`src/hdl/abv_pkg.sv`:
```
// Shared constants and types for the angle_between_vectors block.
// Holds CORDIC angle table and fixed widths; used by all modules in hdl/.
package abv_pkg;

  localparam int NORM_W  = 25;   // signed normalized component, |v| < 2^24
  localparam int PROD_W  = 50;   // exact dot / cross width
  localparam int CW      = 56;   // CORDIC datapath width (x16 headroom, growth)
  localparam int ZW      = 26;   // angle accumulator width (signed)
  localparam int STEPS   = 20;
  localparam logic signed [ZW-1:0] ANG_90  = 26'sd5901232;
  localparam logic signed [ZW-1:0] ANG_180 = 26'sd11802463;

  function automatic logic signed [ZW-1:0] atan_val(input logic [4:0] i);
    logic signed [ZW-1:0] r;
    begin
      case (i)
        5'd0:  r = 26'sd2950616;
        5'd1:  r = 26'sd1741850;
        5'd2:  r = 26'sd920346;
        5'd3:  r = 26'sd467182;
        5'd4:  r = 26'sd234498;
        5'd5:  r = 26'sd117363;
        5'd6:  r = 26'sd58696;
        5'd7:  r = 26'sd29350;
        5'd8:  r = 26'sd14675;
        5'd9:  r = 26'sd7338;
        5'd10: r = 26'sd3669;
        5'd11: r = 26'sd1834;
        5'd12: r = 26'sd917;
        5'd13: r = 26'sd459;
        5'd14: r = 26'sd229;
        5'd15: r = 26'sd115;
        5'd16: r = 26'sd57;
        5'd17: r = 26'sd29;
        5'd18: r = 26'sd14;
        5'd19: r = 26'sd7;
        default: r = '0;
      endcase
      return r;
    end
  endfunction

  typedef struct packed {
    logic                   valid;
    logic                   zero;   // a zero vector: answer is 90-degree code
    logic signed [CW-1:0]   x;
    logic signed [CW-1:0]   y;
    logic signed [ZW-1:0]   z;
  } abv_cell_t;

endpackage

```
`src/hdl/abv_cell.sv`:
```
// One CORDIC vectoring cell: a fixed micro-rotation and a pipeline register.
// Depends on abv_pkg. Instantiated STEPS times by the top level.
module abv_cell import abv_pkg::*; #(
  parameter int SHIFT = 0
) (
  input  logic      clk,
  input  logic      rst,
  input  logic      en,
  input  abv_cell_t din,
  output abv_cell_t dout
);
  abv_cell_t nxt;
  logic signed [CW-1:0] xs, ys;

  always_comb begin
    xs = din.x >>> SHIFT;
    ys = din.y >>> SHIFT;
    nxt = din;
    if (din.y < 0) begin
      nxt.x = din.x - ys;
      nxt.y = din.y + xs;
      nxt.z = din.z - atan_val(5'(SHIFT));
    end else begin
      nxt.x = din.x + ys;
      nxt.y = din.y - xs;
      nxt.z = din.z + atan_val(5'(SHIFT));
    end
  end

  always_ff @(posedge clk) begin
    if (rst) begin
      dout.valid <= 1'b0;
    end else if (en) begin
      dout.valid <= din.valid;
    end
    if (en) begin
      dout.zero <= nxt.zero;
      dout.x    <= nxt.x;
      dout.y    <= nxt.y;
      dout.z    <= nxt.z;
    end
  end
endmodule

```
`config.mk`:
```
export PLATFORM = sky130hd
export DESIGN_NAME = abv_cell
export DESIGN_NICKNAME = d
export VERILOG_FILES = /design/src/hdl/abv_pkg.sv /design/src/hdl/abv_cell.sv
export SDC_FILE = /design/constraint.sdc
export NUM_CORES = 1
export LEC_CHECK = 0
export BUFFER_PORTS_ARGS = -buffer_cell sky130_fd_sc_hd__clkbuf_2
export CAP_MARGIN = 10
export CORE_AREA = 4 4 240 242
export CTS_BUF_LIST = sky130_fd_sc_hd__clkbuf_4 sky130_fd_sc_hd__clkbuf_8
export CTS_CLUSTER_SIZE = 20
export DETAILED_ROUTE_END_ITERATION = 16
export DIE_AREA = 0 0 244 246
export GPL_ROUTABILITY_DRIVEN = 0
export PLACE_DENSITY = 0.52
export SLEW_MARGIN = 20
export SYNTH_ARGS = -nofsm -noshare
export SYNTH_HDL_FRONTEND = slang
export SYNTH_SLANG_ARGS = --single-unit
```
`constraint.sdc`:
```
create_clock -name clk -period 7.8 [get_ports clk]
set_input_delay 0.78 -clock clk [delete_from_list [all_inputs] [get_ports clk]]
set_output_delay 0.78 -clock clk [all_outputs]
set_load 0.03 [all_outputs]
```
# Word level (Yosys, flattened, before mapping)
# Cells that the tools add are included.
dict set report classes {
  magnitude_cmp 1
  mux 1
  addsub 5
}
# operator n
set op_table {}
lappend op_table {{$mux 138} 1}
lappend op_table {{$sub 56x56->56} 2}
lappend op_table {{$add 56x56->56} 1}
lappend op_table {{$lt 56x1->1 const B} 1}
lappend op_table {{$add 26x23->26 const B} 1}
lappend op_table {{$sub 26x23->26 const B} 1}
dict set report word_totals {
  output_inout_bits 140
  wordCells 12
  in_bits 143
  ff_bits 140
}

# Logic depth before layout (Yosys ltp)
# Gate-level depths: netlist (run 1).
dict set report depth {
  ltp_word 2
  ltp_mapped 15
  mapped_depth_nobuf 13
}

# Worst setup path before layout (run 1)
# No wires, ideal clock.
dict set report synth_path {
  kind {input-to-reg}
  start {input port din[81] (netlist bit)}
  end {register dout[25] (netlist bit) (data pin)}
  setup_ns 0.260
  required_time_ns 7.540
  stages 15
  slack_ns 3.849
  arrival_ns 3.691
  cell_sequence {clkbuf_1 -> inv_1 -> clkbuf_1 -> buf_1 -> fa_1 -> a21o_1 -> a21oi_1 -> nor2b_1 -> o211ai_1 -> a21oi_1 -> o211ai_1 -> a21boi_0 -> o211ai_1 -> a41oi_1 -> xnor2_1}
}
# item line
set synth_rtl {}
lappend synth_rtl {{start: declaration} abv_cell.sv:9} ;# input abv_cell_t din,
lappend synth_rtl {{end: declaration} abv_cell.sv:10} ;# output abv_cell_t dout

==> results of run 1 <==
[kinds of logic after synthesis]
family	share of synthesized area (%)
AO/OA/AOI/OAI	27.0
XOR/XNOR	6.99
adder cells (fa/ha/maj)	16.4
buffers and inverters	7.83
flip-flops	26.2
multiplexers	1.76
AND/OR/NAND/NOR	13.9
[per-layer routing]
layer	wire length, um	track usage (%)	vias up
met5	0	0	-
met4	2120	7.11	0
met3	5190	4.20	121
met2	28000	32.1	864
met1	26600	26.9	7631
li1	-	-	7347
[layout make-up]
type | instances | area, um^2 | share of cell area (%)
clock buffers | 17 | 234 | 1.29
repair buffers | 287 | 1460 | 8.01
inverters | 188 | 707 | 3.89
well taps | 748 | 936 | 5.14
multi-input cells | 1500 | 10500 | 57.8
diodes | 2 | 5.00 | 0.0275
clock inverters | 15 | 171 | 0.942
flip-flops and latches | 139 | 4160 | 22.9
[metrics by stage]
stage	setup WS [ns]	total power, mW	instance area, um^2
4_1_cts	3.46	3.22	18200
3_5_place_dp	2.80	2.53	17800
2_1_floorplan	3.85	2.06	15900
3_3_place_gp	2.80	2.53	17800
6_report	3.30	3.20	18200
5_1_grt	3.05	3.38	18200
[cell usage in the layout, fill, tap and decap left out, types with 23 or more instances in the layout]
cell type,n
mux2i_1,28
o211ai_1,27
a21oi_1,252
nor4_1,23
clkbuf_2,280
o21bai_1,41
a21o_1,38
nand3_1,40
ha_1,202
nor2_1,145
o21ai_0,142
inv_1,180
nor3_1,37
nand4_1,27
edfxtp_1,138
nor2b_1,27
nand2_1,99
xnor2_1,113
o31ai_1,28
[worst max-delay path, delay by kind of cell]
family,cells,cell delay [ns]
xor gates and xnor gates,1,0.16
AOI/OAI and AO/OA,8,1.67
buffers and inverters,2,1.32
and+or+nand+nor,1,0.10
adders and majority gates,1,0.67
[worst paths after layout]
check,startpoint,endpoint,slack (ns),cells after the start
setup / recovery,din[81],dout[25],3.30,13
hold / removal,rst,dout[139],0.36,2
setup reg to reg,dout[139],dout[139],7.22,2
hold reg to reg,dout[139],dout[139],0.50,2
[where the power goes]
group	leakage, nW	switching (mW)	internal (mW)	total (mW)
logic	6.34	1.03	0.464	1.50
registers	1.36	0.0481	0.993	1.04
clock network	0.205	0.389	0.270	0.659
total	7.91	1.47	1.73	3.20
==> impl_results.md, run 1 <==
* Run status: finished clean
* ANT nets after route at 0
* Vias at between 15000 and 20000
* Hold Path Class: in2reg
* Most used cell, CP: o211ai_1
* Leakage at ~7.9 nW
* Fraction of layout cells with a size suffix above 1 at 16.8%
* Clock latency on the worst-skew pair at around 0.55 ns
* Syn Std Cell Area at approximately 16000 um^2
* Cell count after synthesis at approximately 1900
* Crit share post-route at between 50 and 60%
* Post-Route Setup TNS at 0 ns
* # H-tree levels at 4
* VDD IR max at 0.000135 V
* Drt pass-1 iters at 6
* Detailed Place HPWL at a little under 50000 um
* Final setup viols at 0
* Synth area leaders: edfxtp_1 (26%), ha_1 (16%), a21oi_1 (7.9%), xnor2_1 (6.2%), o21ai_0 (4.5%)
* Cts repair resizes at 0
* First-pass GRT wire length at just over 90000 um
* Master of the slowest instance on the critical path: clkinv_2
* Max reg flops at approximately 140
* Syn_nets at 2261
* Total Die Area at approximately 60000 um^2
* Crit path DAT at between 4 and 5 ns
* Worst path max stage delay at slightly below 0.8 ns
* CP max FO at between 60 and 70
* Per-cell routed wire length at 21.4 um
* Avg Inst Size Synth at between 8 and 9 um^2
* Ys Warns at 0
* Top cell type's share of synthesized area at a little over a quarter
* Main synth FF type: edfxtp_1
* P&R area growth vs syn at 14.3%
* Starting Density at between 20% and 30%
* Max_cap viols at 0
* Vias per inst at between 5 and 6
* CTS tree: built
* Share of the yosys chip area belonging to registers at approximately a quarter
* Synth cell count leaders: a21oi_1 (252), ha_1 (202), inv_1 (181)
* Die span in x at ~240 um
* Setup CP Type: in2reg
* Clk buf depth at 2
* Worst-path cell chain: buf_4 > clkinv_2 > fa_1 > a21o_1 > a21oi_1 > nor2b_1 > o211ai_1 > a21oi_1 > o211ai_1 > a21boi_0 > o211ai_1 > a41oi_1 > xnor2_1
* I/O pins at ~280
* Placed Cells incl. Taps at ~2900
* Nature of the critical path startpoint: input port
* Least-Margin Pin Slew at 0.958 ns
* RSZ-0062 raised after global routing: no
* Hold slack at 0.365 ns
* GR Util All Layers at roughly 20%
* Peak Freq at between 200 and 250 MHz
* CTS Buf Count at 17
* Final WL at between 60000 and 70000 um
* Largest regs: dout: 139 flops
* Largest net degree at the start of global routing at 85
* # hold bufs at CTS at 0
* CTS root buffer: clkbuf_8
* Die Span Y at 246 um
* Layout net count at roughly 2500
* Unique masters post-synth at 84
* Power per cell area at around 180 nW/um^2
* CP Capture Type: register
* Port bufs at approximately 280
* TritonCTS Sinks at approximately 140
* Max-slew violations at 0
* Slew HR at 36.1%
* Hold Fails Final Rpt at 0
* Seq cells post-synth at 139
* Fin util at 33.0%
* # fillers at ~5900
* Initial DRC count at between 2000 and 2500
* Async set-reset flop share out of synthesis at 0%
* Rows at between 80 and 90
* Reg clk slew, reported paths at ~0.09 ns
* DRC Markers at 0
* Post-Route Skew at 0 ns
* Min Tclk post-route at around 4.5 ns
* Count leader, synth: a21oi_1
* Largest register by flop count: dout
* Initial antenna violation count at 2
* Number of global-route vias before repair at about 15000
* Largest area contributor in the netlist: edfxtp_1
* Post-CTS setup buffer count at 0
* Global route overflow at 0
* Fin cells at about 2900
* Worst EP required at a little over 8 ns
* EDFF count, synth at between 100 and 150
* CORE AREA at about 55000 um^2
Power figures use the tool's default switching activity.
==> run 2, diff against run 1 <==
- ABC_AREA: unset -> 1
- CORE_AREA: 4 4 240 242 -> 4 4 275 277
- DIE_AREA: 0 0 244 246 -> 0 0 279 281
- PLACE_DENSITY: 0.52 -> 0.51
- clock period: 7.8 -> 4.6 ns (I/O delays scaled with it)
==> impl_results.md, run 2 <==
* ANT nets after route at 0
* Delay-heaviest family, CP: simple AND/OR/NAND/NOR gates
* Min-delay src: din[139]
* Vias at 23000
* Hold Fails Final Rpt at 0
* Leakage at about 13 nW
* Fin util at about a third
* EDFF count, synth at between 100 and 150
* Detailed Place HPWL at around 77000 um
* Cell count after synthesis at 3497
* Setup CP Type: in2reg
* Hold Path Class: in2reg
* Seq cells post-synth at 139
* Max_cap viols at 0
* Hold Crit Endpoint: dout[139]
* P&R area growth vs syn at 12.1%
* Ys Warns at 0
* Largest area contributor in the netlist: nand2_1
* Async set-reset flop share out of synthesis at 0%
* Largest regs: dout: 139 flops
* CP Capture Type: register
* Least-Margin Pin Slew at 0.954 ns
* Starting Density at about 29%
* Per-cell routed wire length at around 19 um
* Syn_nets at 3846
* VDD IR max at between 0.00015 and 0.0002 V
* Global route overflow at 0
* TritonCTS Sinks at around 140
* Most used cell, CP: nand2_1
* R2R cell count at 2
* Slew HR at 36.4%
* Synth cell count leaders: nand2_1 (1179), inv_1 (686), nand3_1 (259)
* Unique masters post-synth at 53
* Clock latency on the worst-skew pair at roughly 0.57 ns
* Die span in x at ~280 um
* R2R Path End: dout[139]
* Worst-path cell chain: clkbuf_2 > inv_1 > ha_1 > fa_1 > inv_1 > nand2_1 > nand3_1 > nand2_1 > nand2_1 > inv_1 > o21ai_1 > nor2_1 > nand2_1 > nand2_1 > nand3_1 > nand2_1
* Crit share post-route at a little under three fifths
* Main synth FF type: edfxtp_1
* Crit path DAT at ~3.0 ns
* GR Util All Layers at between 20 and 25%
* Fraction of layout cells with a size suffix above 1 at 13.7%
* Rows at between 90 and 100
* Commonest non-fill, non-tap cell in the layout: nand2_1
* CP max FO at 4
* Max reg flops at 139
* Power per cell area at approximately 250 nW/um^2
* Post-Route Setup TNS at 0 ns
* Worst path max stage delay at roughly 0.52 ns
* Run status: finished clean
* Drt pass-1 iters at 6
* Port bufs at ~280
* Count leader, synth: nand2_1
* Synth area leaders: nand2_1 (21%), edfxtp_1 (20%), inv_1 (12%), ha_1 (12%), nand3_1 (6.2%)
* RSZ-0062 raised after global routing: no
* Syn Std Cell Area at between 20000 and 25000 um^2
* Post-Route Skew at 0 ns
* Initial antenna violation count at 2
* First-pass GRT wire length at about 130000 um
* Clk buf depth at 2
* Layout net count at 4076
* Total Die Area at 78400 um^2
* Post-CTS setup buffer count at 0
* Flop-to-flop setup slack at ~4 ns
* Reg clk slew, reported paths at ~0.090 ns
* Top cell type's share of synthesized area at a little over a fifth
* Worst EP required at around 4.9 ns
* Bufs and invs on worst path at 4
* CORE AREA at 72800 um^2
* Master of the slowest instance on the critical path: fa_1
* # H-tree levels at 4
* Final setup viols at 0
* Peak Freq at between 300 and 400 MHz
* Worst r2r src: dout[139]
* I/O pins at roughly 280
* CTS root buffer: clkbuf_8
* CTS tree: built
* Share of the yosys chip area belonging to registers at about a fifth
* Number of global-route vias before repair at approximately 22000
* Largest register by flop count: dout
* Avg Inst Size Synth at 6.01 um^2
* CTS Buf Count at 17
* Max-slew violations at 0
* Die Span Y at between 200 and 300 um
* Final WL at between 90000 and 100000 um
* Vias per inst at between 4 and 5
* Initial DRC count at between 2000 and 2500
* Commonest cells after routing, fill and taps aside: nand2_1 (1179), inv_1 (685), clkbuf_2 (280), nand3_1 (259), ha_1 (202)
* Worst hold stages at 3
* Nature of the critical path startpoint: input port
* Min Tclk post-route at 2.64 ns
* DRC Markers at 0
* Largest net degree at the start of global routing at between 80 and 90
-- run 2: cell count changes in the layout (fill, tap and decap cells not counted), moves of 30 or more --
cell,previous run,this run
nand2_1,99,1179
inv_1,180,685
nand3_1,40,259
xnor2_1,113,9
nor2_2,1,70
a21oi_1,252,192
nor2_1,145,189
inv_2,1,37
xor2_1,14,47
nand2_2,0,30
-- run 2: where the power goes --
part	internal (mW)	switching, mW	leakage [nW]	total (mW)
Sequential	1.64	0.0735	1.36	1.71
Combinational	0.824	2.23	11.4	3.05
Clock	0.446	0.669	0.183	1.12
-- run 2: area by class of cell --
class | count | area, um^2
Fill cell | 8345 | 49300
Multi-Input combinational cell | 2553 | 13600
Sequential cell | 139 | 4160
Inverter | 725 | 2730
Timing Repair Buffer | 291 | 1510
Tap cell | 959 | 1200
Clock buffer | 17 | 234
Clock inverter | 15 | 159
Antenna cell | 1 | 2.50
-- run 2: cells by family after synthesis --
| family | count (synthesis) | share of synthesized area, % |
|---|---|---|
| XOR/XNOR | 56 | 2.33 |
| flip-flops | 139 | 19.8 |
| buffers and inverters | 805 | 15.7 |
| adder cells (fa/ha/maj) | 206 | 12.4 |
| multiplexers | 4 | 0.191 |
| AO/OA/AOI/OAI | 437 | 11.6 |
| AND/OR/NAND/NOR | 1850 | 38.0 |
-- run 2: worst max-delay path by stage --
stage               startpoint   endpoint  slack [ns]  cells after the start
global route           din[58]  dout[136]        1.83                     14
floorplan              din[81]   dout[21]        1.84                     11
finish                 din[26]   dout[66]        1.96                     16
CTS                    din[26]   dout[66]        2.08                     16
detailed placement     din[26]   dout[66]        1.44                     16
global placement       din[35]  dout[125]        1.42                     12
-- run 2: what timing repair did --
action                    4_1_cts  5_1_grt
gates resized for setup         0        0
hold buffers                    5        0
hold endpoints to repair        5        0
-- run 2: routing by layer --
metal | part of all wire (%) | track usage [%] | vias up
met4 | 4.8 | 10.5 | 0
met1 | 43 | 28.7 | 10500
li1 | - | - | 11400
met2 | 45 | 37.2 | 1007
met3 | 7.3 | 3.33 | 175
met5 | 0 | 0 | -
-- run 2: worst register-to-register path, stage by stage (launching register included) --
cell and delay, ns:
dfxtp_1 0.31, mux2i_1 0.11, nor2_1 0.05
-- run 2: through the flow --
stage	setup slack (ns)	power, mW	instances	area, um^2	hold slack, ns
after floorplan	1.84	3.72	3497	21000	0.532
after detailed placement	1.44	4.73	4662	23100	0.487
after CTS	2.08	5.89	4699	23500	0.0703
after global routing	1.83	6.23	4700	23600	0.124
final	1.96	5.87	4700	23600	0.124
after global placement	1.42	4.74	4662	23100	0.481
==> run 3, diff against run 2 <==
- PLACE_DENSITY: 0.51 -> 0.52
- clock period: 4.6 -> 2.4 ns (I/O delays scaled with it)
==> impl_results.md, run 3 (same netlist as run 2, synthesis figures left out) <==
* CTS root buffer: clkbuf_8
* CP Capture Type: register
* Die Span Y at roughly 280 um
* Total Die Area at 78400 um^2
* Run status: finished clean
* Layout net count at 4614
* Register Area at between 4000 and 5000 um^2
* Setup CP Type: in2reg
* Starting Density at 28.9%
* Delay-heaviest family, CP: compound AO/OA/AOI/OAI gates
* # H-tree levels at 4
* CORE AREA at about 73000 um^2
* Vias at approximately 25000
* Per-cell routed wire length at 17.5 um
* Multi-input gate area at roughly 14000 um^2
* Min Tclk post-route at 2.15 ns
* Worst EP required at 2.74 ns
* Largest net degree at the start of global routing at approximately 110
* CTS Buf Count at 17
* Tot Pwr at between 10 and 15 mW
* Crit share post-route at about nine tenths
* Slew HR at 43.9%
* Crit path DAT at roughly 2.5 ns
* Peak Freq at between 400 and 500 MHz
* Fraction of layout cells with a size suffix above 1 at 24.4%
* I/O pins at ~280
* Die span in x at about 280 um
* CTS tree: built
* Leakage at between 15 and 20 nW
* Detailed Place HPWL at between 70000 and 80000 um
* Commonest cells after routing, fill and taps aside: nand2_1 (1179), inv_1 (685), buf_4 (533), clkbuf_2 (280), nand3_1 (259)
* VDD IR max at ~0.00034 V
* Largest register by flop count: dout
* RSZ-0062 raised after global routing: no
* Least-Margin Pin Slew at approximately 0.84 ns
* CP max FO at 8
* Vias per inst at 4.69
* Post-Route Setup TNS at 0 ns
* Nature of the critical path startpoint: input port
* Max reg flops at 139
* Master of the slowest instance on the critical path: o21ai_0
* Worst path max stage delay at ~0.71 ns
* P&R area growth vs syn at 31.5%
* Number of global-route vias before repair at approximately 23000
* Rows at between 90 and 100
* Final setup viols at 0
* Worst-path cell chain: clkbuf_2 > inv_1 > ha_1 > o21ai_0 > a21oi_1 > nand2_1 > o21bai_1 > nand2_1 > nand3_1 > nand2_1 > nand3_1 > nand2_1
* Bufs and invs on worst path at 2
* Largest regs: dout: 139 flops
* Hold Path Class: in2reg
* Commonest non-fill, non-tap cell in the layout: nand2_1
* Final WL at 91400 um
* Most used cell, CP: nand2_1
* First-pass GRT wire length at ~130000 um
* Global route overflow at 0
* Hold Fails Final Rpt at 0
* # fillers at ~8100
* Initial DRC count at ~2000
* GR Util All Layers at between 20% and 30%
* Clk buf depth at 2
* ANT nets after route at 0
* DRC Markers at 0
* Max_cap viols at 0
* TritonCTS Sinks at 139
* Cts repair resizes at 0
* Drt pass-1 iters at 8
* Initial antenna violation count at 2
* Reg clk slew, reported paths at ~0.09 ns
* Max-slew violations at 0
* Power per cell area at 443 nW/um^2
* Post-Route Skew at 0 ns
* Clock latency on the worst-skew pair at around 0.59 ns
* Port bufs at 282
-- run 3: cell count changes in the layout (fill, tap and decap cells not counted), sizes merged --
cell	previous run	this run
buf	6	540
diode	1	3
inv	731	730
clkinv	3	8
clkinvlp	5	1
dlygate4sd3	5	9
-- run 3: power breakdown --
part	internal [mW]	leakage (nW)	switching (mW)
logic	2.46	14.0	4.43
registers	3.14	1.36	0.141
clock network	0.834	0.188	1.27
-- run 3: path summary, 6_finish.rpt --
| check | slack (ns) | from | to | cells after the start |
|---|---|---|---|---|
| worst min register to register | 1.04 | dout[139] | dout[139] | 3 |
| worst min-delay path | 0.06 | din[82] | dout[82] | 3 |
| worst max register to register | 1.27 | dout[139] | dout[139] | 3 |
| worst max-delay path | 0.25 | din[54] | dout[129] | 12 |
-- run 3: repair_timing --
| action | CTS | global route |
|---|---|---|
| hold buffers | 9 | 0 |
| hold endpoints to repair | 8 | 0 |
| buffers inserted | 0 | 0 |
-- run 3: worst register-to-register path, cell delays in order (launching register included) --
cell	delay, ns
dfxtp_1	0.32
mux2i_1	0.12
nor2_1	0.05
dlygate4sd3_1	0.54
-- run 3: through the flow --
| step | hold WS [ns] | worst slack, ns | utilization [%] | cell area (um^2) | instances |
|---|---|---|---|---|---|
| 2_1_floorplan | 0.312 | 0.0431 | - | 21000 | 3497 |
| 3_3_place_gp | 0.404 | -0.283 | 37.3 | 27200 | 5196 |
| 3_5_place_dp | 0.408 | -0.268 | 37.3 | 27200 | 5196 |
| 4_1_cts | 0.0271 | 0.364 | 37.9 | 27600 | 5237 |
| 5_1_grt | 0.0728 | 0.108 | 38.0 | 27600 | 5239 |
| 6_report | 0.0570 | 0.246 | 38.0 | 27600 | 5240 |
-- run 3: cell type report --
type | count | share of cell area [%]
multi-input cells | 2553 | 49.0
repair buffers | 829 | 20.3
flip-flops and latches | 139 | 15.1
inverters | 725 | 9.86
well taps | 959 | 4.34
clock buffers | 17 | 0.846
clock inverters | 15 | 0.498
diodes | 3 | 0.0272
-- run 3: layer usage --
metal	part of all wire, %	GRT usage, %	vias to the layer above	wire (um)
met5	0	0	-	0
met4	4.3	9.16	0	3890
met3	6.2	2.69	147	5700
met2	46	38.3	884	41900
met1	44	29.3	11100	39900
li1	-	-	12400	-
