[src/hdl/abv_pkg.sv]
// Shared constants and types for the angle_between_vectors block.
// Holds CORDIC angle table and fixed widths; used by all modules in hdl/.
package abv_pkg;

  localparam int NORM_W  = 25;   // signed normalized component, |v| < 2^24
  localparam int PROD_W  = 50;   // exact dot / cross width
  localparam int CW      = 56;   // CORDIC datapath width (x16 headroom, growth)
  localparam int ZW      = 26;   // angle accumulator width (signed)
  localparam int STEPS   = 20;
  localparam logic signed [ZW-1:0] ANG_90  = 26'sd5901232;
  localparam logic signed [ZW-1:0] ANG_180 = 26'sd11802463;

  function automatic logic signed [ZW-1:0] atan_val(input logic [4:0] i);
    logic signed [ZW-1:0] r;
    begin
      case (i)
        5'd0:  r = 26'sd2950616;
        5'd1:  r = 26'sd1741850;
        5'd2:  r = 26'sd920346;
        5'd3:  r = 26'sd467182;
        5'd4:  r = 26'sd234498;
        5'd5:  r = 26'sd117363;
        5'd6:  r = 26'sd58696;
        5'd7:  r = 26'sd29350;
        5'd8:  r = 26'sd14675;
        5'd9:  r = 26'sd7338;
        5'd10: r = 26'sd3669;
        5'd11: r = 26'sd1834;
        5'd12: r = 26'sd917;
        5'd13: r = 26'sd459;
        5'd14: r = 26'sd229;
        5'd15: r = 26'sd115;
        5'd16: r = 26'sd57;
        5'd17: r = 26'sd29;
        5'd18: r = 26'sd14;
        5'd19: r = 26'sd7;
        default: r = '0;
      endcase
      return r;
    end
  endfunction

  typedef struct packed {
    logic                   valid;
    logic                   zero;   // a zero vector: answer is 90-degree code
    logic signed [CW-1:0]   x;
    logic signed [CW-1:0]   y;
    logic signed [ZW-1:0]   z;
  } abv_cell_t;

endpackage

[src/hdl/abv_norm.sv]
// Normalization cell: rescale one difference vector so that its larger
// magnitude lies in [2^23, 2^24). Depends on abv_pkg. Combinational.
module abv_norm import abv_pkg::*; #(
  parameter int DW = 25
) (
  input  logic signed [DW-1:0]     vx,
  input  logic signed [DW-1:0]     vy,
  output logic signed [NORM_W-1:0] nx,
  output logic signed [NORM_W-1:0] ny,
  output logic                     zero
);
  localparam int MW = DW + 24;
  localparam int LZW = $clog2(MW + 1);

  logic [DW-1:0] ax, ay, m;
  logic signed [MW-1:0] wx, wy;
  logic [LZW-1:0] top;
  logic signed [MW-1:0] sx, sy, tx, ty;
  logic [MW-1:0] mm;

  always_comb begin
    ax = vx[DW-1] ? DW'(-vx) : vx;
    ay = vy[DW-1] ? DW'(-vy) : vy;
    m  = (ax > ay) ? ax : ay;
    zero = (m == '0);
    top = '0;
    for (int i = 0; i < DW; i++) begin
      if (m[i]) top = LZW'(i);
    end
    wx = MW'(vx);
    wy = MW'(vy);
    mm = MW'(0);
    // left align so top bit sits at 23 (exact when shifting up)
    if (top <= LZW'(23)) begin
      sx = wx <<< (LZW'(23) - top);
      sy = wy <<< (LZW'(23) - top);
      tx = sx;
      ty = sy;
    end else begin
      sx = wx >>> (top - LZW'(23));
      sy = wy >>> (top - LZW'(23));
      // floor shift may push a negative component to exactly -2^24
      if (sx[MW-1] && (-sx) >= (MW'(1) <<< 24)) mm = '1;
      if (sy[MW-1] && (-sy) >= (MW'(1) <<< 24)) mm = '1;
      tx = mm[0] ? (sx >>> 1) : sx;
      ty = mm[0] ? (sy >>> 1) : sy;
    end
    nx = NORM_W'(tx);
    ny = NORM_W'(ty);
  end
endmodule

[config.mk]
export PLATFORM = sky130hd
export DESIGN_NAME = abv_norm
export DESIGN_NICKNAME = d
export VERILOG_FILES = /design/src/hdl/abv_pkg.sv /design/src/hdl/abv_norm.sv
export SDC_FILE = /design/constraint.sdc
export NUM_CORES = 1
export LEC_CHECK = 0
export ABC_AREA = 1
export BUFFER_PORTS_ARGS = -buffer_cell sky130_fd_sc_hd__buf_2
export CAP_MARGIN = 20
export CORE_UTILIZATION = 40
export DETAILED_ROUTE_END_ITERATION = 7
export PLACE_DENSITY_LB_ADDON = 0.15
export SLEW_MARGIN = 20
export SYNTH_ARGS = -nofsm -noshare
export SYNTH_HDL_FRONTEND = slang
export SYNTH_SLANG_ARGS = --single-unit
export TNS_END_PERCENT = 1
[constraint.sdc]
create_clock -name vclk -period 7.81
set_input_delay 0.3905 -clock vclk [all_inputs]
set_output_delay 0.3905 -clock vclk [all_outputs]
set_load 0.05 [all_outputs]
======== Word-level counts from Yosys, hierarchy flattened ========
Cells that the tools add are included.
operators by class
  muxes and demuxes ....................... 34
  reduce and logical (&&, ||, !) cells .... 3
  shift-type cells ........................ 4
  $add $sub $neg .......................... 6
  order comparisons ....................... 4
operator list
  operator                                                             number
  2-to-1 mux 25 bit                                                    7
  2-to-1 mux 6 bit                                                     21
  greater-or-equal comparator 49 x 26 -> 1 bit, second input constant  2
  negation 49 bit                                                      2
  >>> shifter 25 x 6 -> 49 bit                                         2
  negation 25 bit                                                      2
  <<< shifter 25 x 6 -> 25 bit                                         2
  > comparator 25 bit                                                  1
  logical NOT 25 bit                                                   1
  less-or-equal comparator 6 x 5 -> 1 bit, second input constant       1
  subtractor 5 x 6 -> 6 bit, first input constant                      1
  subtractor 6 x 5 -> 6 bit, second input constant                     1
  2-to-1 mux 1 bit                                                     4
  2-to-1 mux 2 bit                                                     2
  logical AND 1 bit                                                    2
storage, ports and cells
  output and inout bits ................... 51
  register bits after elaboration ......... 0
  input port bits ......................... 50
  word-level logic and storage cells ...... 51

======== Longest topological paths before layout ========
Gate-level depths: netlist (run 1).
  depth after elaboration ................. 38
  depth in mapped cells ................... 73
  mapped depth without buffers ............ 70

======== Worst setup path before layout (run 1) ========
No wires, ideal clock.
  path type ............................... input to output
  start point ............................. input port vy[1]
  end point ............................... output port nx[14]
  data required time ...................... 7419 ps
  stages on the path ...................... 65
  arrival ................................. 7355 ps
  slack ................................... 64 ps
  path buffers ............................ 8
  cell sequence ........................... inv_1 > ha_1 > inv_1 > nor2_1 > inv_1 > nor3_1 > nand4_1 > nor3_2 > nand2_1 > o31ai_2 > o21ai_1 > xor2_1 > ha_1 > nand2_1 > nor2_1 > nand2_1 > inv_2 > nand2_1 > [29 not listed] > ha_1 > inv_1 > buf_1 > clkbuf_1 > nand3_1 > nand3_1 > nand3_1 > nand3_1 > nand3_1 > nor2_1 > nand2_1 > nor2_2 > nand2_2 > buf_6 > buf_4 > nand3_1 > nand3_1 > nand2_1
between the ends
  word-level cells in the longest chain between the ends .. 38
  elaborated cells on any way between the ends .. 45
  those cells by class .................... add/sub: 5; order compare: 4; shift: 3; mux: 31; reduce/logical: 2
ends and longest elaborated chain
  item                                          line                            RTL
  start, declared                               abv_norm.sv:7                   input logic signed [DW-1:0] vy,
  negation 25 bit                               abv_norm.sv:23                  ay = vy[DW-1] ? DW'(-vy) : vy;
  2-to-1 mux 25 bit                             abv_norm.sv:23
  > comparator 25 bit                           abv_norm.sv:24                  m = (ax > ay) ? ax : ay;
  2-to-1 mux 25 bit                             abv_norm.sv:24
  2-to-1 mux 1 bit                              abv_norm.sv:28                  if (m[i]) top = LZW'(i);
  2-to-1 mux 2 bit (2 in series)                abv_norm.sv:28
  2-to-1 mux 6 bit (21 in series)               abv_norm.sv:28
  subtractor 6 x 5 -> 6 bit                     abv_norm.sv:40, abv_norm.sv:41
  >>> shifter 25 x 6 -> 49 bit                  abv_norm.sv:40                  sx = wx >>> (top - LZW'(23));
  negation 49 bit                               abv_norm.sv:43                  if (sx[MW-1] && (-sx) >= (MW'(1) <<< 24)) mm = '1;
  greater-or-equal comparator 49 x 26 -> 1 bit  abv_norm.sv:43
  logical AND 1 bit                             abv_norm.sv:43
  2-to-1 mux 1 bit                              abv_norm.sv:43
  2-to-1 mux 1 bit                              abv_norm.sv:44                  if (sy[MW-1] && (-sy) >= (MW'(1) <<< 24)) mm = '1;
  2-to-1 mux 1 bit                              abv_norm.sv:34                  if (top <= LZW'(23)) begin
  2-to-1 mux 25 bit                             abv_norm.sv:45                  tx = mm[0] ? (sx >>> 1) : sx;
  2-to-1 mux 25 bit (*)                         abv_norm.sv:34
  end, declared                                 abv_norm.sv:8                   output logic signed [NORM_W-1:0] nx,
Mark *: on every way between the ends. The rest lies on a longest branch, timed or not. The select of a mux whose other input is x is not followed.

======== Worst setup path in the final report (run 1) ========
  start point ............................. input port vy[1]
  end point ............................... output port ny[16]
between the ends
  word-level cells in the longest chain between the ends .. 38
  elaborated cells on any way between the ends .. 45
  those cells by class .................... add/sub: 5; order compare: 4; shift: 3; mux: 31; reduce/logical: 2
ends and longest elaborated chain
  item                                          line                            RTL
  negation 25 bit                               abv_norm.sv:23
  2-to-1 mux 25 bit                             abv_norm.sv:23
  > comparator 25 bit                           abv_norm.sv:24
  2-to-1 mux 25 bit                             abv_norm.sv:24
  2-to-1 mux 1 bit                              abv_norm.sv:28
  2-to-1 mux 2 bit (2 in series)                abv_norm.sv:28
  2-to-1 mux 6 bit (21 in series)               abv_norm.sv:28
  subtractor 6 x 5 -> 6 bit                     abv_norm.sv:40, abv_norm.sv:41
  >>> shifter 25 x 6 -> 49 bit                  abv_norm.sv:40
  negation 49 bit                               abv_norm.sv:43
  greater-or-equal comparator 49 x 26 -> 1 bit  abv_norm.sv:43
  logical AND 1 bit                             abv_norm.sv:43
  2-to-1 mux 1 bit                              abv_norm.sv:43
  2-to-1 mux 1 bit                              abv_norm.sv:44
  2-to-1 mux 1 bit                              abv_norm.sv:34
  2-to-1 mux 25 bit                             abv_norm.sv:46                  ty = mm[0] ? (sy >>> 1) : sy;
  2-to-1 mux 25 bit (*)                         abv_norm.sv:34
  end, declared                                 abv_norm.sv:9                   output logic signed [NORM_W-1:0] ny,
Marked as above.

==> summary.txt, run 1 <==
Global route
  – GR Util All Layers: 0.343
  – Initial antenna violation count: 0
  – Global-route wire length before repair: approximately 60,000 µm
  – Largest net degree at the start of global routing: 65
  – GRT overflow: 0
  – Vias in the first global route: 11,400

Worst setup path
  – Slowest CP cell: ha_1
  – Kind of critical path: input port to primary output
  – Worst Setup Start Kind: input port
  – CP Capture Type: primary output
  – CP peak stage delay: 0.32 ns
  – Most common cell on crit path: nand2_1
  – CP required: 7.42 ns
  – Crit path DAT: 7.31 ns
  – CP Launch Point: vy[1]
  – CP max FO: 17

Floorplan
  – Die Width: 150 µm
  – Core Box Area: 21,200 µm²
  – # IOs: just over 100
  – Die Y: about 150 µm
  – # rows: 53
  – Die area: 22,400 µm²
  – Initial Util: 0.411

Synth
  – Synth cell types: 49
  – Syn Area/Cell: between 4 and 5 µm²
  – Mapped Area: approximately 8700 µm²
  – Mapped Nets: 1,878
  – Sequential cell area fraction in the yosys report: 0
  – Cells after synthesis: about 1,800
  – Synth warn: 0

STA
  – Worst rel slew slack: 0.465
  – Final worst path period share: 0.986
  – Fmax: 130 MHz
  – Crit path time final: between 7 and 8 ns
  – Final TNS setup: 0 ns
  – Slew @ Worst Pin: 0.795 ns
  – RSZ-0062 raised after global routing: yes
  – # setup viols final: 0
  – Slew Viols, Final: 0
  – Final hold vios: 0

Placement
  – Routability cong.: between 0.9 and 1
  – Placed Instance Area: 10,600 µm²
  – Port bufs: approximately 100
  – Post-DP HPWL: 32,200 µm

Power
  – Leakage power: about 6 nW
  – Worst VDD drop: 0.000187 V
  – Tot Pwr: 4.73 mW
  – Pwr Density: 408 nW/µm²

Min path
  – Worst hold endpoint: zero
  – Hold Path Class: input port to primary output
  – Hold path startpoint: vy[0]
  – Worst hold path depth: 5

Layout
  – ANT cells: 0
  – Post-Layout Inst Area: 11,600 µm²
  – Area grow syn2layout: 33.0%
  – Layout cells sized above 1: 0.218
  – Commonest cells after routing, fill and taps aside: nand2_1 (547), nand3_1 (431), buf_4 (167)
  – Most common library cell in the layout ignoring fill and taps: nand2_1
  – FF/Latch Area: 0 µm²
  – Nets: ~2,100
  – Num sequential: 0
  – Clock Buffer Count: 0

Detailed routing
  – DRC viols: 0
  – Via count: roughly 13,000
  – Vias/cell: roughly 5.7
  – Final WL: 39,900 µm
  – Drt initial violations: roughly 1,300
  – Avg WL per Cell: roughly 18 µm
  – DRT Pass-1 Iters: 6
  – Antenna viol nets, final: 0

Run
  – # Max-Cap Violations: 0

Run status
  – Status: completed
[what timing repair did]
action | CTS | global route
pin swaps | 1 | 32
hold buffers | 0 | 0
cloned | 0 | 10
resized for setup | 42 | 187
setup endpoints to repair | 48 | 50
buffers inserted | 0 | 5
[logic make-up (layout without fill, tap and decap cells)]
logic type	Yosys count	in the layout	share of synthesized area
buffers and inverters	306	491	0.149
muxes	2	2	0.00229
AOI/OAI and AO/OA	229	229	0.151
xor gates and xnor gates	47	47	0.0519
and+or+nand+nor	1182	1182	0.601
adders and majority gates	31	31	0.0444
[synthesized netlist by cell type, drive strengths merged (16+ instances only)]
cell type / instances / area (µm²)
buf: 69 / 407
o21ai: 135 / 687
nand3: 456 / 2300
a21oi: 34 / 174
clkbuf: 52 / 195
inv: 181 / 679
nor3: 16 / 115
ha: 31 / 388
nand2: 584 / 2240
xor2: 43 / 418
o211ai: 36 / 270
nor2: 100 / 418
[report_power, final]
part           switching, mW  internal, mW
clock network              0             0
registers                  0             0
logic                   2.98          1.76
[per-layer routing]
metal  up-vias  track usage  routed length (µm)
met2       604        0.556               17800
met5         -            0                   0
li1       6315            -                   -
met4         0       0.0960                1250
met3        82       0.0320                3080
met1      5788        0.478               17700
[final cells by class]
type	count	area (µm²)
Fill cell	2273	9610
Inverter	185	709
Multi-Input combinational cell	1491	7780
Tap cell	275	344
Timing Repair Buffer	306	2780
[worst max-delay path by stage]
stage	end	depth (start not counted)
floorplan	nx[14]	65
global placement	ny[16]	58
global route	ny[16]	67
CTS	nx[21]	68
detailed placement	ny[16]	61
finish	ny[16]	68
[per-stage QoR]
stage          cells  setup slack [ns]  utilization  hold WS (ns)
5_1_grt         2257            -0.466        0.547          1.46
6_report        2257             0.113        0.547          1.43
3_3_place_gp    2242            -0.174        0.500          1.41
3_5_place_dp    2242            -0.183        0.500          1.40
4_1_cts         2242            0.0110        0.506          1.42
2_1_floorplan   1797            0.0640            -          1.07
[critical path, delay by kind of cell]
| kind | cells | cell delay (ns) |
|---|---|---|
| XOR/XNOR | 1 | 0.19 |
| adder cells (fa/ha/maj) | 3 | 0.64 |
| AND/OR/NAND/NOR | 51 | 4.43 |
| AO/OA/AOI/OAI | 2 | 0.40 |
| buffers and inverters | 11 | 1.21 |
No activity file was read; power rests on OpenSTA's default activity.
==> run 2, diff against run 1 <==
--- a/config.mk
+++ b/config.mk
@@ -8,6 +8,7 @@
 export ABC_AREA = 1
 export BUFFER_PORTS_ARGS = -buffer_cell sky130_fd_sc_hd__buf_2
 export CAP_MARGIN = 20
+export CORE_ASPECT_RATIO = 1.4
 export CORE_UTILIZATION = 40
 export DETAILED_ROUTE_END_ITERATION = 7
 export PLACE_DENSITY_LB_ADDON = 0.15
==> run 2 against run 1 <==
Effect of this change: the run now ends with negative setup slack left; combinational power is 6.8% higher; via count rose by 4.6%; cell area up 6.0%; clock-buffer cell count stayed put; routed wire length up 12%; cell count increased by 3.9%; worst hold slack gained 0.046 ns; core utilization rose by 3.1 points; maximum frequency is 2.8% lower; critical endpoint is now ny[19].
==> summary.txt, run 2 (synthesis results as in run 1) <==
Worst setup path
  – Most common cell on crit path: nand2_1
  – CP required: 7.42 ns
  – CP max FO: 23
  – Crit path DAT: 7.53 ns
  – CP Capture Type: primary output
  – CP Launch Point: vx[0]
  – CP peak stage delay: 0.35 ns
  – Worst Setup Start Kind: input port
  – Slowest CP cell: ha_4
  – Kind of critical path: input port to primary output

Global route
  – Global-route wire length before repair: 68,300 µm
  – Vias in the first global route: 12,400
  – Largest net degree at the start of global routing: 46
  – GRT overflow: 0
  – Initial antenna violation count: 0
  – GR Util All Layers: 0.390

Layout
  – Commonest cells after routing, fill and taps aside: nand2_1 (550), nand3_1 (413), buf_4 (283)
  – Nets: around 2,200
  – FF/Latch Area: 0 µm²
  – Most common library cell in the layout ignoring fill and taps: nand2_1
  – Area grow syn2layout: 41.1%
  – Finished Core Util: 0.579
  – ANT cells: 0
  – Clock Buffer Count: 0
  – Fill cell count: ~2,300
  – Layout cells sized above 1: 0.263
  – Num sequential: 0

Detailed routing
  – Avg WL per Cell: between 15 and 20 µm
  – Final WL: ~44,000 µm
  – DRT Pass-1 Iters: 6
  – Vias/cell: 5.71
  – Drt initial violations: ~1,500
  – Antenna viol nets, final: 0
  – Via count: 13,400
  – DRC viols: 0

STA
  – Final hold vios: 0
  – Final worst path period share: 1.01
  – Worst rel slew slack: 0.570
  – # setup viols final: 18
  – Setup WS post-layout: -0.108 ns
  – Slew @ Worst Pin: 0.639 ns
  – Fmax: 126 MHz
  – Slew Viols, Final: 0
  – RSZ-0062 raised after global routing: yes
  – Crit path time final: 7.92 ns

Power
  – Pwr Density: 410 nW/µm²
  – Worst VDD drop: 0.000245 V
  – Leakage power: 6.54 nW

Placement
  – Post-DP HPWL: 36,200 µm
  – Port bufs: approximately 100
  – Placement Setup Slack: -0.327 ns
  – Routability cong.: 0.994

Floorplan
  – Die area: between 20,000 and 25,000 µm²
  – Core Box Area: 21,300 µm²
  – Die Width: roughly 130 µm
  – # IOs: approximately 100
  – Initial Util: 0.410
  – # rows: 63
  – Die Y: 177 µm

Clocking
  – Hold Buf Count CTS: 0

Run status
  – Failing checks: negative setup slack
  – Status: finished, violations left

Min path
  – Hold path startpoint: vy[0]
  – Hold Path Class: input port to primary output

Run
  – # Max-Cap Violations: 0
run 2: power by group:
group	internal (mW)	total (mW)	leakage, nW	switching (mW)
clock	0	0	0	0
sequential	0	0	0	0
combinational	1.91	5.05	6.54	3.14
run 2: what timing repair did:
| item | 4_1_cts | 5_1_grt |
|---|---|---|
| pin swaps | 13 | 28 |
| setup endpoints to repair | 48 | 50 |
| cloned | 4 | 2 |
| buffers inserted | 8 | 9 |
| gates resized for setup | 70 | 148 |
run 2: path summary, 6_finish.rpt:
check | slack, ns | end | cells after the start
setup / recovery | -0.11 | ny[19] | 66
hold / removal | 1.47 | zero | 5
run 2: worst max-delay path, delay by kind of cell:
| kind | cells | cell delay [ns] |
|---|---|---|
| AND/OR/NAND/NOR | 45 | 4.19 |
| adder cells (fa/ha/maj) | 3 | 0.78 |
| AO/OA/AOI/OAI | 3 | 0.34 |
| buffers and inverters | 14 | 1.60 |
| XOR/XNOR | 1 | 0.23 |
run 2: metal layers:
metal,vias to the layer above,track usage,part of all wire
met4,0,0.224,0.071
li1,6518,-,-
met5,-,0,0
met1,6038,0.449,0.38
met2,649,0.702,0.49
met3,176,0.0323,0.059
run 2: area by class of cell:
cell class	instances	area (µm²)	share of cell area
Timing Repair Buffer	408	3430	0.279
Tap cell	260	325	0.0264
Multi-Input combinational cell	1492	7840	0.637
Inverter	185	712	0.0578
run 2: metrics by stage:
step / TNS, ns / std cells / hold slack (ns) / power (mW) / cell area, µm²
detailed placement: -12.65 / 2323 / 1.44 / 4.41 / 11300
global route: -24.85 / 2345 / 1.49 / 5.41 / 12300
CTS: 0 / 2334 / 1.44 / 4.64 / 11700
global placement: -8.81 / 2323 / 1.44 / 4.41 / 11300
finish: -0.744 / 2345 / 1.47 / 5.05 / 12300
floorplan: 0 / 1797 / 1.07 / 2.74 / 8730
==> run 3, diff against run 2 <==
--- a/config.mk
+++ b/config.mk
@@ -9,7 +9,7 @@
 export BUFFER_PORTS_ARGS = -buffer_cell sky130_fd_sc_hd__buf_2
 export CAP_MARGIN = 20
 export CORE_ASPECT_RATIO = 1.4
-export CORE_UTILIZATION = 40
+export CORE_UTILIZATION = 57
 export DETAILED_ROUTE_END_ITERATION = 7
 export PLACE_DENSITY_LB_ADDON = 0.15
 export SLEW_MARGIN = 20
==> run 3 against run 2 <==
Effect of this change: the flow finishes with violations (design-rule violations, negative setup slack); sequential share of layout area stayed put; total power shrank 6.3%; combinational power shrank 6.3%; non-clock buffer count shrank 71; routed wire length decreased by 9.2%; worst setup slack worse by 0.15 ns; critical path type unchanged.
==> summary.txt, run 3 (synthesis results as in run 1) <==
Layout
  – Layout cells sized above 1: 0.226
  – Commonest cells after routing, fill and taps aside: nand2_1 (549), nand3_1 (434), buf_4 (214)
  – Most common library cell in the layout ignoring fill and taps: nand2_1
  – Clock Buffer Count: 0
  – Num sequential: 0
  – Nets: 2,096
  – Fill cell count: 1,270
  – Multi-input logic area: 7730 µm²
  – FF/Latch Area: 0 µm²
  – Post-Layout Inst Area: 11,600 µm²
  – Area grow syn2layout: 32.6%
  – Finished Core Util: 0.773
  – Cell Count, Final, Fillers Out: 2,209

STA
  – Slew @ Worst Pin: 0.718 ns
  – Slew Viols, Final: 0
  – Worst rel slew slack: 0.520
  – Crit path time final: 8.07 ns
  – Final worst path period share: 1.03
  – # setup viols final: 48
  – Fmax: about 120 MHz
  – Final hold vios: 0
  – RSZ-0062 raised after global routing: yes
  – Setup WS post-layout: -0.261 ns

Min path
  – Hold path startpoint: vy[24]
  – Hold Path Class: input port to primary output

Worst setup path
  – CP bufs+invs: 13
  – CP required: around 7.4 ns
  – CP peak stage delay: 0.29 ns
  – Kind of critical path: input port to primary output
  – CP max FO: 13
  – CP Launch Point: vy[0]
  – Slowest CP cell: ha_1
  – CP Capture Type: primary output
  – Worst Setup Start Kind: input port
  – Crit path DAT: between 7 and 8 ns
  – Top cell family by delay on the critical path: simple AND/OR/NAND/NOR gates
  – Most common cell on crit path: nand2_1

Power
  – Worst VDD drop: 0.000340 V
  – Leakage power: 6.16 nW
  – Pwr Density: between 400 and 500 nW/µm²

Placement
  – Routability cong.: 1.13
  – Cell Count Post-Placement: 2,183
  – Post-DP HPWL: 31,000 µm
  – Placed Instance Area: 10,700 µm²
  – Port bufs: slightly above 100

Global route
  – GRT overflow: 0
  – Initial antenna violation count: 4
  – Global-route wire length before repair: 60,300 µm
  – Vias in the first global route: 11,900
  – Largest net degree at the start of global routing: 60
  – GR Util All Layers: 0.479

Detailed routing
  – DRT Pass-1 Iters: 8
  – Drt initial violations: 2,540
  – DRC viols: 16
  – Vias/cell: 6.17
  – Avg WL per Cell: 18.3 µm
  – Final WL: 40,400 µm
  – Via count: 13,600
  – Antenna viol nets, final: 0

Floorplan
  – Die area: 15,800 µm²
  – Die Y: 148 µm
  – # rows: 53
  – # IOs: 101
  – Core Box Area: 15,000 µm²
  – Die Width: 107 µm
  – Initial Util: 0.582

Run status
  – Failing checks: design-rule violations, negative setup slack
  – Status: finished, violations left

Run
  – # Max-Cap Violations: 0
==> run 3: changes by cell type in the layout (fill, tap and decap cells not counted), moves of 3 or more <==
| cell | before | now |
|---|---|---|
| buf_6 | 39 | 43 |
| clkbuf_4 | 7 | 0 |
| buf_4 | 283 | 214 |
| nand3_2 | 42 | 21 |
| diode_2 | 0 | 4 |
| nor2_1 | 83 | 86 |
| buf_16 | 4 | 0 |
| clkbuf_16 | 1 | 4 |
| nand3_1 | 413 | 434 |
==> run 3: timing repair <==
| action | CTS | global route |
|---|---|---|
| setup endpoints to repair | 48 | 49 |
| pin swaps | 2 | 29 |
| hold buffers | 0 | 0 |
| setup buffers | 0 | 18 |
| gates cloned | 0 | 4 |
| gates resized for setup | 46 | 136 |
| hold endpoints to repair | 0 | 0 |
==> run 3: power by group <==
part           internal [mW]  switching (mW)
combinational           1.75            2.97
sequential                 0               0
clock           0.0000000685               0
==> run 3: final timing paths <==
check / cells past startpoint / endpoint / slack (ns)
worst max-delay path: 65 / nx[17] / -0.26
worst min-delay path: 4 / ny[24] / 1.56
==> run 3: area by class of cell <==
type	count	share of cell area
timing repair buffer	337	0.250
multi-input combinational	1491	0.668
antenna	4	0.000865
inverter	185	0.0603
tap	192	0.0207
==> run 3: layer usage <==
layer  wire [µm]  vias up  part of all wire  global-route usage
li1            -     6374                 -                   -
met1       14300     5838              0.35               0.576
met2       17900     1101              0.44               0.768
met3        4470      313              0.11              0.0841
met4        3770        0             0.093               0.336
met5           0        -                 0                   0
==> run 3: metrics by stage <==
stage / hold slack [ns] / setup WS [ns] / setup TNS (ns) / power, mW
2_1_floorplan: 1.07 / 0.0640 / 0 / 2.74
3_3_place_gp: 1.49 / -0.140 / -1.66 / 4.07
3_5_place_dp: 1.50 / -0.274 / -8.40 / 4.10
4_1_cts: 1.51 / -0.000539 / -0.000539 / 4.19
5_1_grt: 1.58 / -0.747 / -32.79 / 5.04
6_report: 1.56 / -0.261 / -9.08 / 4.73
